File: src/design/ogq_pkg.sv
// Shared types, codes and helper functions for the occupancy grid neighbour query core.
package ogq_pkg;

  // Default grid store dimension (rows and columns of the square store)
  localparam int GRID_DIM_DEF = 64;

  // Field widths
  localparam int COORD_W     = 8;
  localparam int LIM_W       = 9;
  localparam int CFG_W       = 7;
  localparam int CFG_IDX_W   = 8;
  localparam int KIND_W      = 2;
  localparam int OUT_COORD_W = 6;

  // Reset value of both dimension registers
  localparam logic [CFG_W-1:0] DIM_RESET = 7'd64;

  // Configuration register indexes
  localparam logic [CFG_IDX_W-1:0] REG_GRID_HEIGHT = 8'd0;
  localparam logic [CFG_IDX_W-1:0] REG_GRID_WIDTH  = 8'd1;

  // Operation codes
  localparam logic [1:0] OP_SET_OBSTACLE = 2'd0;
  localparam logic [1:0] OP_SET_PATH     = 2'd1;
  localparam logic [1:0] OP_QUERY        = 2'd2;
  localparam logic [1:0] OP_NEIGHBOURS   = 2'd3;

  // Cell kinds
  localparam logic [KIND_W-1:0] KIND_FREE     = 2'd0;
  localparam logic [KIND_W-1:0] KIND_OBSTACLE = 2'd1;
  localparam logic [KIND_W-1:0] KIND_PATH     = 2'd2;

  // Neighbour directions in report order
  localparam logic [1:0] DIR_UP    = 2'd0;
  localparam logic [1:0] DIR_LEFT  = 2'd1;
  localparam logic [1:0] DIR_RIGHT = 2'd2;
  localparam logic [1:0] DIR_DOWN  = 2'd3;

  typedef struct packed {
    logic [1:0]         opcode;
    logic [COORD_W-1:0] cell_row;
    logic [COORD_W-1:0] cell_col;
  } in_t;

  typedef struct packed {
    logic [OUT_COORD_W-1:0] out_row;
    logic [OUT_COORD_W-1:0] out_col;
    logic [KIND_W-1:0]      cell_kind;
    logic                   entry_valid;
    logic                   last_result;
    logic                   off_grid_error;
  } out_t;

  // Effective bounds of the grid in use
  typedef struct packed {
    logic [LIM_W-1:0] row_lim;
    logic [LIM_W-1:0] col_lim;
  } grid_lim_t;

  // Grid memory control
  typedef struct packed {
    logic              we;
    logic              re;
    logic [KIND_W-1:0] wdata;
  } mem_ctl_t;

  // Neighbour candidate
  typedef struct packed {
    logic [LIM_W-1:0] row;
    logic [LIM_W-1:0] col;
    logic             ok;
  } nbr_t;

  // Step one cell in a direction; ok drops when the step would go below zero
  function automatic nbr_t nbr_step(input logic [COORD_W-1:0] r,
                                    input logic [COORD_W-1:0] c,
                                    input logic [1:0]         dir);
    nbr_t n;
    n.row = {1'b0, r};
    n.col = {1'b0, c};
    n.ok  = 1'b1;
    unique case (dir)
      DIR_UP: begin
        n.ok  = (r != '0);
        n.row = {1'b0, r} - 9'd1;
      end
      DIR_LEFT: begin
        n.ok  = (c != '0);
        n.col = {1'b0, c} - 9'd1;
      end
      DIR_RIGHT: begin
        n.col = {1'b0, c} + 9'd1;
      end
      DIR_DOWN: begin
        n.row = {1'b0, r} + 9'd1;
      end
    endcase
    return n;
  endfunction

  // True when the cell lies inside the bounds in use
  function automatic logic on_grid(input logic [LIM_W-1:0] row,
                                   input logic [LIM_W-1:0] col,
                                   input grid_lim_t        lim);
    return (row < lim.row_lim) && (col < lim.col_lim);
  endfunction

endpackage

File: src/design/ogq_seq.sv
// Sequencer: clearing pass, cell updates, queries, neighbour scan and result register.
module ogq_seq #(
  parameter int GRID_DIM = 64
) (
  input  logic                                 clk_i,
  input  logic                                 rst_ni,
  input  ogq_pkg::grid_lim_t                   lim_i,
  input  logic                                 in_valid_i,
  output logic                                 in_ready_o,
  input  ogq_pkg::in_t                         in_data_i,
  output logic                                 out_valid_o,
  input  logic                                 out_ready_i,
  output ogq_pkg::out_t                        out_data_o,
  output ogq_pkg::mem_ctl_t                    mem_ctl_o,
  output logic [$clog2(GRID_DIM*GRID_DIM)-1:0] mem_addr_o,
  input  logic [ogq_pkg::KIND_W-1:0]           mem_rdata_i
);
  import ogq_pkg::*;

  localparam int DEPTH = GRID_DIM * GRID_DIM;
  localparam int AW    = $clog2(DEPTH);
  localparam logic [AW-1:0] LAST_ADDR = AW'(DEPTH - 1);

  localparam logic [2:0] S_CLEAR    = 3'd0;
  localparam logic [2:0] S_IDLE     = 3'd1;
  localparam logic [2:0] S_QRES     = 3'd2;
  localparam logic [2:0] S_ERR      = 3'd3;
  localparam logic [2:0] S_SCAN     = 3'd4;
  localparam logic [2:0] S_SCAN_END = 3'd5;
  localparam logic [2:0] S_EMIT     = 3'd6;

  function automatic logic [AW-1:0] cell_addr(input logic [LIM_W-1:0] row,
                                              input logic [LIM_W-1:0] col);
    return AW'(int'(row) * GRID_DIM + int'(col));
  endfunction

  logic [2:0]         state_q, state_d;
  logic [AW-1:0]      clr_q, clr_d;
  logic [COORD_W-1:0] row_q, row_d, col_q, col_d;
  logic [1:0]         dir_q, dir_d, pdir_q, pdir_d;
  logic               pend_q, pend_d;
  logic [3:0]         mask_q, mask_d;
  logic               out_valid_q;
  out_t               out_q, out_d;
  logic               load;
  logic               slot_free;
  logic               accept;
  logic               in_on_grid;
  logic [1:0]         sel;
  logic [3:0]         sel_hot;
  logic [1:0]         step_dir;
  nbr_t               nb;
  logic               cand;

  assign in_ready_o  = (state_q == S_IDLE);
  assign accept      = in_valid_i && in_ready_o;
  assign slot_free   = !out_valid_q || out_ready_i;
  assign out_valid_o = out_valid_q;
  assign out_data_o  = out_q;

  assign in_on_grid = on_grid({1'b0, in_data_i.cell_row}, {1'b0, in_data_i.cell_col}, lim_i);

  // Pick the first remaining neighbour in report order
  always_comb begin
    sel     = DIR_UP;
    sel_hot = 4'b0001;
    priority if (mask_q[0]) begin
      sel     = DIR_UP;
      sel_hot = 4'b0001;
    end else if (mask_q[1]) begin
      sel     = DIR_LEFT;
      sel_hot = 4'b0010;
    end else if (mask_q[2]) begin
      sel     = DIR_RIGHT;
      sel_hot = 4'b0100;
    end else begin
      sel     = DIR_DOWN;
      sel_hot = 4'b1000;
    end
  end

  // Shared neighbour step and bounds check
  assign step_dir = (state_q == S_EMIT) ? sel : dir_q;
  assign nb       = nbr_step(row_q, col_q, step_dir);
  assign cand     = nb.ok && on_grid(nb.row, nb.col, lim_i);

  // Sequence the work of one item
  always_comb begin
    state_d   = state_q;
    clr_d     = clr_q;
    row_d     = row_q;
    col_d     = col_q;
    dir_d     = dir_q;
    pdir_d    = pdir_q;
    pend_d    = pend_q;
    mask_d    = mask_q;
    load      = 1'b0;
    out_d     = '0;
    mem_ctl_o = '0;
    mem_addr_o = '0;

    unique case (state_q)
      S_CLEAR: begin
        mem_ctl_o.we    = 1'b1;
        mem_ctl_o.wdata = KIND_FREE;
        mem_addr_o      = clr_q;
        clr_d           = clr_q + 1'b1;
        if (clr_q == LAST_ADDR) begin
          state_d = S_IDLE;
        end
      end
      S_IDLE: begin
        mem_addr_o = cell_addr({1'b0, in_data_i.cell_row}, {1'b0, in_data_i.cell_col});
        if (accept) begin
          row_d  = in_data_i.cell_row;
          col_d  = in_data_i.cell_col;
          dir_d  = DIR_UP;
          pend_d = 1'b0;
          mask_d = '0;
          if (!in_on_grid) begin
            state_d = S_ERR;
          end else begin
            unique case (in_data_i.opcode)
              OP_SET_OBSTACLE: begin
                mem_ctl_o.we    = 1'b1;
                mem_ctl_o.wdata = KIND_OBSTACLE;
              end
              OP_SET_PATH: begin
                mem_ctl_o.we    = 1'b1;
                mem_ctl_o.wdata = KIND_PATH;
              end
              OP_QUERY: begin
                mem_ctl_o.re = 1'b1;
                state_d      = S_QRES;
              end
              OP_NEIGHBOURS: begin
                state_d = S_SCAN;
              end
            endcase
          end
        end
      end
      S_QRES: begin
        if (slot_free) begin
          load              = 1'b1;
          out_d.out_row     = row_q[OUT_COORD_W-1:0];
          out_d.out_col     = col_q[OUT_COORD_W-1:0];
          out_d.cell_kind   = mem_rdata_i;
          out_d.entry_valid = 1'b1;
          out_d.last_result = 1'b1;
          state_d           = S_IDLE;
        end
      end
      S_ERR: begin
        if (slot_free) begin
          load                 = 1'b1;
          out_d.last_result    = 1'b1;
          out_d.off_grid_error = 1'b1;
          state_d              = S_IDLE;
        end
      end
      S_SCAN: begin
        // Issue the read for this direction, judge the one read last cycle
        mem_ctl_o.re = cand;
        mem_addr_o   = cell_addr(nb.row, nb.col);
        if (pend_q && (mem_rdata_i == KIND_FREE)) begin
          mask_d[pdir_q] = 1'b1;
        end
        pend_d = cand;
        pdir_d = dir_q;
        dir_d  = dir_q + 1'b1;
        if (dir_q == DIR_DOWN) begin
          state_d = S_SCAN_END;
        end
      end
      S_SCAN_END: begin
        if (pend_q && (mem_rdata_i == KIND_FREE)) begin
          mask_d[pdir_q] = 1'b1;
        end
        pend_d  = 1'b0;
        state_d = S_EMIT;
      end
      S_EMIT: begin
        if (slot_free) begin
          load = 1'b1;
          if (mask_q == '0) begin
            out_d.last_result = 1'b1;
            state_d           = S_IDLE;
          end else begin
            out_d.out_row     = nb.row[OUT_COORD_W-1:0];
            out_d.out_col     = nb.col[OUT_COORD_W-1:0];
            out_d.cell_kind   = KIND_FREE;
            out_d.entry_valid = 1'b1;
            out_d.last_result = ((mask_q & ~sel_hot) == '0);
            mask_d            = mask_q & ~sel_hot;
            if ((mask_q & ~sel_hot) == '0) begin
              state_d = S_IDLE;
            end
          end
        end
      end
      default: begin
        state_d = S_IDLE;
      end
    endcase
  end

  // Hold control state
  always_ff @(posedge clk_i or negedge rst_ni) begin
    if (!rst_ni) begin
      state_q     <= S_CLEAR;
      clr_q       <= '0;
      dir_q       <= DIR_UP;
      pdir_q      <= DIR_UP;
      pend_q      <= 1'b0;
      mask_q      <= '0;
      out_valid_q <= 1'b0;
    end else begin
      state_q <= state_d;
      clr_q   <= clr_d;
      dir_q   <= dir_d;
      pdir_q  <= pdir_d;
      pend_q  <= pend_d;
      mask_q  <= mask_d;
      if (load) begin
        out_valid_q <= 1'b1;
      end else if (out_ready_i) begin
        out_valid_q <= 1'b0;
      end
    end
  end

  // Hold payload
  always_ff @(posedge clk_i) begin
    row_q <= row_d;
    col_q <= col_d;
    if (load) begin
      out_q <= out_d;
    end
  end

endmodule

File: config.mk
export PLATFORM = sky130hd
export DESIGN_NAME = ogq_seq
export DESIGN_NICKNAME = d
export VERILOG_FILES = /design/src/design/ogq_pkg.sv /design/src/design/ogq_seq.sv
export SDC_FILE = /design/constraint.sdc
export NUM_CORES = 1
export LEC_CHECK = 0
export BUFFER_PORTS_ARGS = -buffer_cell sky130_fd_sc_hd__buf_2
export CORE_MARGIN = 5
export CORE_UTILIZATION = 58
export DETAILED_ROUTE_END_ITERATION = 8
export PLACE_DENSITY = 0.87
export SLEW_MARGIN = 20
export SYNTH_ARGS = -nofsm -noshare
export SYNTH_HDL_FRONTEND = slang
export SYNTH_SLANG_ARGS = --single-unit
export TNS_END_PERCENT = 30
File: constraint.sdc
create_clock -name clk_i -period 8.5 [get_ports clk_i]
set_clock_uncertainty 0.15 [all_clocks]
set_input_delay 0 -clock clk_i [delete_from_list [all_inputs] [get_ports clk_i]]
set_output_delay 0 -clock clk_i [all_outputs]
set_load 0.02 [all_outputs]
==> flow_summary.toml, run 1 <==
[sta]
rsz0062_at_grt = "no"
min_period_over_period_pct = 77.9
setup_ws_ns = 1.88
finalHoldViolCount = 0
setup_violations = 0
max_slew_margin_pct = 30.3
final.min_clock_period_ns = 6.62
finalSetupTns_ns = 0
slew_violations = 0
tightestPinTransition_ns = 1.05
max_freq_mhz = 151

[clocking]
cts_tree = "yes"
cts_hold_buf = 23
path_clk_slew_ns = 0.08
root_buffer = "clkbuf_8"
clock_sinks = 58
htree_num_levels = 3
clockBufferDepth = 2
post_cts_buffers = 0
clk_latency_ns = 0.35
cts_resized = 0
numCtsBuffers = 9

[yosys]
async_flop_share_pct = 43.1
synth_fp_nets = 645
yosysSeqAreaShare_pct = 33.9
post_synth_instance_area_um2 = 4770
synth_xor_xnor_area_share_pct = 5.69
synth_edf_count = 33
ys_ff_latch = 58
synth_compound_area_share_pct = 18.1
ys.flop_type = "edfxtp_1"
ys_types = 59
synth_fa_ha_area_share_pct = 16.6
synth_top_family_by_area = "compound AO/OA/AOI/OAI gates"
synth-warning-count = 0
postSynthCellCount = 543
avgSynthCellArea_um2 = 8.78
muxShareOfSynthArea_pct = 3.28
synthSimpleGateAreaFrac_pct = 17.6

[finish]
stdcell_area_um2 = 5710
final-seq-area_um2 = 1620
fillCellCount = 611
nets = 740
drive_gt1_share_pct = 16.3
diodes = 0
multiInputGateArea_um2 = 2920
synthToLayoutAreaGrowth_pct = 19.7

[worst_setup_path]
r2r_start = "state_q[0]$_DFFE_PN0P_"
crit_required_ns = 8.35
r2r-end = "pend_q$_DFFE_PN0P_"
start_kind = "flip-flop"
arrival_ns = 6.47
critical_path.cell_chain = "nor2b_1 -> nand2_1 -> o31ai_1 -> ha_1 -> inv_1 -> ha_1 -> a21o_1 -> a21o_1 -> a21oi_1 -> o21ai_0 -> a21oi_1 -> xor2_1 -> o21ai_0 -> ha_1 -> o211ai_1 -> a21oi_1 -> a221oi_2 -> a211oi_1 -> or4_1 -> o41ai_1 -> buf_2"
endpoint_kind = "output pin"
slowest_delay_ns = 0.73
r2r_cells = 20
cp_max_fo = 27
path_class = "flip-flop to output pin"
r2r_slack_ns = 2.39
cp_slowest_cell = "dfrtp_1"

[global_routing]
grt_pass1_wl_mm = 22.1
grt_pass1_vias = 4480
grt_max_degree = 31
antenna_found_initial = 0
grt-ovfl-total = 0
grt_usage_pct = 27.9

[power_and_ir_drop]
p_clk_share_pct = 15.4
p_per_area_nw_per_um2 = 370
intPower_uw = 1070
switching_share_pct = 49.4
p_leak_uw = 0.00266
comb_power_share_pct = 61.7
power.net_switching_uw = 1040
irDropWorstVdd_mv = 0.275
p_seq_share_pct = 22.9

[run_status]
run_status = "finished, final reports clean"

[worst_hold_path]
hold_path.class = "primary input to asynchronous set/reset pin"

[drt]
vias = 4562
drtPass1Iterations = 5
antenna_left = 0
drt_iter0_drc = 461
wire_per_inst_um = 18.3
viasPerCell = 6.10
wirelength_mm = 13.7
drc = 0

[place]
place_area_um2 = 5230
port_buffers = 76
dp_hpwl_mm = 10.4
place_congestion = 0.996
pre_cts_slack_ns = 2.37

[die]
rows = 33
start_util_pct = 58.6
design.core.area_um2 = 8130
boundaryPins = 77
die_y_um = 101
dieArea_um2 = 10100
die_w_um = 101

[run]
drv_cap = 0
[layer usage]
metal  vias to the layer above  track usage, %  routed length [µm]
met2                       235            46.5                6570
met4                         0            12.2                 490
met1                      2136            35.9                5590
met5                         -               0                   0
met3                        47            4.08                1070
li1                       2144               -                   -
[cell families after synthesis]
kind of cell | after synthesis
mux | 15
simple gates | 183
compound gates | 134
buf+inv | 61
flops | 58
xor+xnor | 31
fa+ha+maj | 61
[power groups by stage]
stage,clock [µW],sequential (µW),combinational (µW)
3_5_place_dp,0,485,1250
2_1_floorplan,0,463,912
4_1_cts,327,480,1270
6_report,325,483,1300
3_3_place_gp,0,480,1210
5_1_grt,340,494,1420
[per-stage QoR]
step                hold slack [ns]  power [µW]  instances  util, %
floorplan                    -0.446        1370        543        -
global placement             -0.133        1690        709     64.3
detailed placement           -0.122        1730        709     64.3
CTS                          0.0354        2080        748     70.2
global route                 0.0995        2250        748     70.2
finish                       0.0458        2110        748     70.2
[flip-flops by register name (all words and copies together), names as in the netlist]
| name | flops |
|---|---|
| out_valid_o | 1 |
| mask_q | 4 |
| state_q | 3 |
| row_q | 8 |
| pend_q | 1 |
| out_data_o | 17 |
| clr_q | 12 |
| col_q | 8 |
| pdir_q | 2 |
| dir_q | 2 |
[final cells by class]
type | instances | area share [%]
clock buffers | 9 | 2.17
well taps | 105 | 2.30
inverters | 44 | 2.89
multi-input cells | 424 | 51.2
clock inverters | 7 | 2.19
repair buffers | 101 | 11.0
flip-flops and latches | 58 | 28.3
[worst max-delay path by stage]
stage,start,endpoint,slack (ns),cells past startpoint
2_1_floorplan,state_q[0]$_DFFE_PN0P_,mem_ctl_o[2],3.57,22
3_3_place_gp,state_q[0]$_DFFE_PN0P_,mem_ctl_o[2],2.50,21
3_5_place_dp,state_q[0]$_DFFE_PN0P_,mem_ctl_o[2],2.37,21
4_1_cts,state_q[0]$_DFFE_PN0P_,mem_ctl_o[2],1.95,21
5_1_grt,state_q[0]$_DFFE_PN0P_,mem_ctl_o[2],1.32,21
6_report,state_q[0]$_DFFE_PN0P_,mem_ctl_o[2],1.88,21
[critical path: cells and delay by family, from the launching register on]
family | cells | cell delay, ns
AOI/OAI and AO/OA | 12 | 2.12
and+or+nand+nor | 3 | 1.44
adders and majority gates | 3 | 1.10
DFF | 1 | 0.73
buffers and inverters | 2 | 0.51
xor gates and xnor gates | 1 | 0.20
[cells in the final DEF (no fill, tap or decap), types with 4 or more instances in the layout]
cell type      count
nand2b_1           6
nand3_1           22
nor2b_1            5
o21ai_1            5
mux2_2             5
edfxtp_1          33
mux2i_1           10
fa_1               4
dlygate4sd3_1     23
clkbuf_8           9
xor2_1            14
a21oi_1           35
nand2_1           65
a22o_1             9
nor4_1            10
xnor2_1           17
nand4_1            4
o31ai_1            4
o211ai_1           4
dfrtp_1           25
ha_1              56
nor2_1            49
o21bai_1           4
a211oi_1           9
inv_1             42
buf_2             76
nor3_1             5
o21ai_0           31
a21o_1            11
[cell usage after synthesis, drive strengths merged, types with 2 or more instances]
cell	count	area share, %
a211oi	9	1.4
a21o	11	1.7
a21oi	35	3.7
a221oi	2	0.50
a22o	9	1.7
a31oi	3	0.39
and2	3	0.39
and3	3	0.39
buf	5	0.45
clkbuf	12	0.97
dfrtp	25	13
edfxtp	33	21
fa	4	1.7
ha	56	15
inv	44	3.5
mux2	5	1.2
mux2i	10	2.1
nand2	65	5.1
nand2b	6	0.79
nand3	22	2.3
nand4	4	0.52
nor2	49	3.9
nor2b	5	0.66
nor3	7	0.94
nor4	10	1.3
o2111ai	2	0.37
o211ai	4	0.63
o21a	2	0.31
o21ai	36	3.8
o21bai	4	0.63
o31ai	4	0.63
or2	3	0.39
or3	3	0.39
xnor2	17	3.1
xor2	14	2.6
(Power assumes the default switching activity.)
==> run 2: changes to the inputs <==
--- a/config.mk
+++ b/config.mk
@@ -7,9 +7,9 @@
 export LEC_CHECK = 0
 export BUFFER_PORTS_ARGS = -buffer_cell sky130_fd_sc_hd__buf_2
 export CORE_MARGIN = 5
-export CORE_UTILIZATION = 58
+export CORE_UTILIZATION = 52
 export DETAILED_ROUTE_END_ITERATION = 8
-export PLACE_DENSITY = 0.87
+export PLACE_DENSITY = 0.82
 export SLEW_MARGIN = 20
 export SYNTH_ARGS = -nofsm -noshare
 export SYNTH_HDL_FRONTEND = slang
==> constraint.sdc (replaced) <==
create_clock -name clk_i -period 5.5 [get_ports clk_i]
set_clock_uncertainty 0.15 [all_clocks]
set_input_delay 0 -clock clk_i [delete_from_list [all_inputs] [get_ports clk_i]]
set_output_delay 0 -clock clk_i [all_outputs]
set_load 0.02 [all_outputs]
==> run 2 against run 1 <==
  * Via count rose by 1.0%
  * Count of clock-buffer cells in the layout increased by 2
  * Combinational power is 66% higher
  * Critical endpoint unchanged
  * Largest cell class unchanged
==> flow_summary.toml, run 2 (synthesized netlist as in run 1, its figures left out) <==
[run_status]
run_status = "finished, final reports clean"

[worst_setup_path]
critical_path.cell_chain = "nor2b_2 -> nand2_2 -> o31ai_4 -> ha_4 -> clkinvlp_4 -> buf_4 -> ha_1 -> a21oi_1 -> nand2_1 -> xnor2_1 -> o21ai_0 -> ha_1 -> a21o_1 -> a21oi_1 -> o21ai_1 -> a221oi_2 -> a211oi_1 -> or4_4 -> o41ai_1 -> buf_2"
cp_top_family = "compound AO/OA/AOI/OAI gates"
cp_slowest_cell = "or4_4"
cp_max_fo = 5
endpoint = "mem_ctl_o[2]"
path_class = "flip-flop to output pin"
endpoint_kind = "output pin"
cp-startpoint = "state_q[0]$_DFFE_PN0P_"
start_kind = "flip-flop"
r2r-end = "pend_q$_DFFE_PN0P_"
crit_buf_inv = 3
cp.depth = 20
crit_required_ns = 5.35
r2r_slack_ns = 0.87
r2r_start = "state_q[0]$_DFFE_PN0P_"
arrival_ns = 5.01
r2r_cells = 19
slowest_delay_ns = 0.57

[clocking]
numCtsBuffers = 9
clk_latency_ns = 0.35
clockBufferDepth = 2
path_clk_slew_ns = 0.07
cts_tree = "yes"
htree_num_levels = 3
root_buffer = "clkbuf_8"
clock_sinks = 58

[sta]
max_freq_mhz = 194
setup_violations = 0
final.min_clock_period_ns = 5.16
finalSetupTns_ns = 0
finalHoldViolCount = 0
rsz0062_at_grt = "no"
max_slew_margin_pct = 52.9
tightestPinTransition_ns = 0.705
min_period_over_period_pct = 93.8
slew_violations = 0

[drt]
viasPerCell = 6.02
drtPass1Iterations = 5
vias = 4609
wire_per_inst_um = 17.9
drt_iter0_drc = 308
drc = 0
wirelength_mm = 13.7
antenna_left = 0

[finish]
fin_cells = 766
final_common_cell = "buf_2"
largest_reg_flops = 17
diodes = 0
layout_common_cells = "buf_2 (76), nand2_1 (64), ha_1 (55)"
final-seq-area_um2 = 1620
drive_gt1_share_pct = 19.1
nets = 752
synthToLayoutAreaGrowth_pct = 21.6
multiInputGateArea_um2 = 2980
fillCellCount = 748

[die]
design.core.area_um2 = 9110
die_y_um = 106
die_w_um = 106
dieArea_um2 = 11200
boundaryPins = 77
rows = 35
start_util_pct = 52.4

[global_routing]
grt_pass1_wl_mm = 21.9
grt_usage_pct = 24.6
grt_max_degree = 27
antenna_found_initial = 0
grt-ovfl-total = 0
grt_pass1_vias = 4436

[worst_hold_path]
hold_path.class = "primary input to asynchronous set/reset pin"

[place]
place_congestion = 0.973
port_buffers = 76
placedCellCount = 721
dp_hpwl_mm = 10.4

[power_and_ir_drop]
irDropWorstVdd_mv = 0.343
p_leak_uw = 0.00270
p_total_uw = 3220
p_per_area_nw_per_um2 = 555

[run]
drv_cap = 0
run 2: through the flow:
stage / hold WS, ns / setup WS, ns / instance area (µm²) / utilization, %
6_report: 0.0482 / 0.342 / 5800 / 63.7
5_1_grt: 0.0870 / 0.00397 / 5800 / 63.7
4_1_cts: 0.0449 / 0.0521 / 5730 / 62.9
3_5_place_dp: -0.131 / 0.181 / 5280 / 58.0
3_3_place_gp: -0.136 / 0.316 / 5280 / 58.0
2_1_floorplan: -0.446 / 0.573 / 4770 / -
run 2: worst min-delay path by stage:
| stage | slack [ns] | end | cells after the start |
|---|---|---|---|
| after floorplan | -0.45 | clr_q[0]$_DFFE_PN0P_ | 0 |
| after global placement | -0.14 | out_valid_o$_DFFE_PN0P_ | 1 |
| after detailed placement | -0.13 | out_valid_o$_DFFE_PN0P_ | 1 |
| after CTS | 0.04 | pdir_q[0]$_DFFE_PN0P_ | 2 |
| after global routing | 0.09 | clr_q[4]$_DFFE_PN0P_ | 2 |
| final | 0.05 | out_valid_o$_DFFE_PN0P_ | 2 |
run 2: worst reg2reg max path: cells and delay by family, from the launching register on:
family	cells	cell delay (ns)
XOR/XNOR	1	0.14
flip-flops	1	0.38
adder cells (fa/ha/maj)	3	0.86
buffers and inverters	2	0.29
AND/OR/NAND/NOR	5	1.04
AO/OA/AOI/OAI	8	1.70
run 2: final cells by class:
class	instances	area share, %
tap	111	2.40
multi-input combinational	424	51.3
timing repair buffer	113	12.4
clock inverter	5	0.453
sequential	58	27.9
inverter	44	2.91
clock buffer	11	2.63
run 2: repair_timing:
item,in CTS,in global routing
endpoints found under the hold margin,50,0
setup buffers,2,3
resized for setup,4,10
hold buffers,24,0
setup endpoints to repair,1,1
pin swaps,0,5
run 2: layer usage:
metal | up-vias | global-route usage [%] | part of all wire [%]
li1 | 2165 | - | -
met1 | 2170 | 31.8 | 40
met2 | 237 | 39.8 | 48
met3 | 37 | 5.57 | 8.8
met4 | 0 | 9.81 | 3.1
met5 | - | 0 | 0
run 2: report_power, final:
group	internal, µW	switching (µW)	total, µW
combinational	826	1330	2160
sequential	594	101	695
clock	188	179	367
total	1610	1610	3220
==> run 3: changes to the inputs <==
--- a/config.mk
+++ b/config.mk
@@ -8,9 +8,10 @@
 export BUFFER_PORTS_ARGS = -buffer_cell sky130_fd_sc_hd__buf_2
 export CORE_MARGIN = 5
 export CORE_UTILIZATION = 52
+export CTS_CLUSTER_SIZE = 12
 export DETAILED_ROUTE_END_ITERATION = 8
 export PLACE_DENSITY = 0.82
-export SLEW_MARGIN = 20
+export SLEW_MARGIN = 30
 export SYNTH_ARGS = -nofsm -noshare
 export SYNTH_HDL_FRONTEND = slang
 export SYNTH_SLANG_ARGS = --single-unit
==> constraint.sdc (replaced) <==
create_clock -name clk_i -period 5.5 [get_ports clk_i]
set_clock_uncertainty 0.15 [all_clocks]
set_input_delay 0.275 -clock clk_i [delete_from_list [all_inputs] [get_ports clk_i]]
set_output_delay 0.275 -clock clk_i [all_outputs]
set_load 0.02 [all_outputs]
==> run 3 against run 2 <==
  * Non-clock buffer count down 13
  * Sequential share of layout area is 0.41 points higher
  * Final cell count fell by 1.7%
==> flow_summary.toml, run 3 (synthesized netlist as in run 1, its figures left out) <==
[finish]
fillCellCount = 767
drive_gt1_share_pct = 20.9
layout_common_cells = "buf_2 (76), nand2_1 (64), ha_1 (54)"
final_common_cell = "buf_2"
largest_reg_flops = 17
synthToLayoutAreaGrowth_pct = 19.8
diodes = 0
fin_util_pct = 62.7
stdcell_area_um2 = 5710
nets = 739

[worst_setup_path]
r2r_slack_ns = 1.00
endpoint_kind = "output pin"
critical_path.cell_chain = "nor2b_2 -> nand2_4 -> mux2i_4 -> ha_2 -> clkinvlp_4 -> buf_4 -> ha_1 -> a21oi_1 -> nand2_1 -> xnor2_1 -> o21ai_0 -> ha_1 -> a21o_1 -> a21oi_1 -> o21ai_1 -> a221oi_2 -> a21oi_1 -> or4_4 -> o41ai_1 -> buf_2"
cp.depth = 20
path_class = "flip-flop to output pin"
cp_max_fo = 5
r2r-end = "pend_q$_DFFE_PN0P_"
crit_top_cell = "a21oi_1"
r2r_cells = 19
cp_slowest_cell = "or4_4"
start_kind = "flip-flop"
crit_buf_inv = 3
crit_required_ns = 5.08
slowest_delay_ns = 0.54
cp_top_family = "compound AO/OA/AOI/OAI gates"
r2r_start = "state_q[2]$_DFFE_PN0P_"
arrival_ns = 4.85

[drt]
wire_per_inst_um = 18.3
wirelength_mm = 13.8
drtPass1Iterations = 5
antenna_left = 0
viasPerCell = 6.07
drt_iter0_drc = 307
vias = 4568
drc = 0

[sta]
setup_violations = 0
finalHoldViolCount = 0
tightestPinTransition_ns = 0.726
slew_violations = 0
setup_ws_ns = 0.224
max_slew_margin_pct = 51.4
max_freq_mhz = 190
min_period_over_period_pct = 95.9
final.min_clock_period_ns = 5.28

[place]
place_congestion = 0.904
place_area_um2 = 5310
dp_hpwl_mm = 10.5
pre_cts_slack_ns = 0.0574
port_buffers = 76

[worst_hold_path]
hold_path.class = "primary input to flip-flop"
min_to = "row_q[4]$_DFFE_PP_"
min_path_cells = 1
min_from = "in_data_i[12]"

[die]
die_y_um = 106
design.core.area_um2 = 9110
die_w_um = 106
start_util_pct = 52.4
dieArea_um2 = 11200
boundaryPins = 77
rows = 35

[power_and_ir_drop]
p_leak_uw = 0.00267
p_per_area_nw_per_um2 = 580
irDropWorstVdd_mv = 0.305

[global_routing]
grt_pass1_wl_mm = 21.5
grt_pass1_vias = 4383
grt_usage_pct = 24.1
antenna_found_initial = 0
grt_max_degree = 27
grt-ovfl-total = 0

[clocking]
clockBufferDepth = 2
numCtsBuffers = 9
clk_latency_ns = 0.35
root_buffer = "clkbuf_8"
htree_num_levels = 3
path_clk_slew_ns = 0.07
cts_tree = "yes"
clock_sinks = 58

[run]
drv_cap = 0

[run_status]
run_status = "finished, final reports clean"
## run 3: report_power, final
part / switching [µW] / internal, µW / total [µW] / leakage [µW]
clock: 178 / 229 / 407 / 0.000106
combinational: 1370 / 844 / 2210 / 0.00192
sequential: 106 / 594 / 700 / 0.000640
## run 3: per-stage QoR
| step | hold WS, ns | power [µW] | std cells | setup TNS [ns] |
|---|---|---|---|---|
| 2_1_floorplan | -0.171 | 2120 | 543 | 0 |
| 3_3_place_gp | 0.140 | 2680 | 725 | 0 |
| 3_5_place_dp | 0.144 | 2750 | 725 | 0 |
| 4_1_cts | 0.00201 | 3200 | 749 | 0 |
| 5_1_grt | 0.00353 | 3540 | 753 | -0.0725 |
| 6_report | 0.0130 | 3320 | 753 | 0 |
## run 3: worst max path at each step
stage                    to                   start  slack, ns
3_3_place_gp   mem_ctl_o[2]  state_q[0]$_DFFE_PN0P_       0.26
6_report       mem_ctl_o[2]  state_q[2]$_DFFE_PN0P_       0.22
4_1_cts        mem_ctl_o[2]  state_q[2]$_DFFE_PN0P_       0.04
3_5_place_dp   mem_ctl_o[2]  state_q[0]$_DFFE_PN0P_       0.06
2_1_floorplan  mem_ctl_o[2]  state_q[0]$_DFFE_PN0P_       0.30
5_1_grt        mem_ctl_o[2]  state_q[0]$_DFFE_PN0P_      -0.07
## run 3: layout make-up
cell class	count	area (µm²)	share of cell area [%]
Multi-Input combinational cell	424	3000	52.6
Tap cell	111	139	2.43
Timing Repair Buffer	100	578	10.1
Clock inverter	3	17.5	0.307
Sequential cell	58	1620	28.3
Inverter	44	169	2.96
Clock buffer	13	191	3.35
## run 3: layer usage
layer / vias up / GRT usage [%] / wire length (µm)
met5: - / 0 / 0
met4: 0 / 5.55 / 264
met3: 21 / 5.02 / 1030
met2: 214 / 40.8 / 6740
met1: 2186 / 31.8 / 5780
li1: 2147 / - / -
## run 3: repair_timing
action                                 in CTS  in global routing
gates resized for setup                     8                 13
setup buffers                               2                  3
hold buffers                                6                  1
endpoints found under the hold margin      30                  1
setup endpoints to repair                   1                  1
pin swaps                                   1                 15
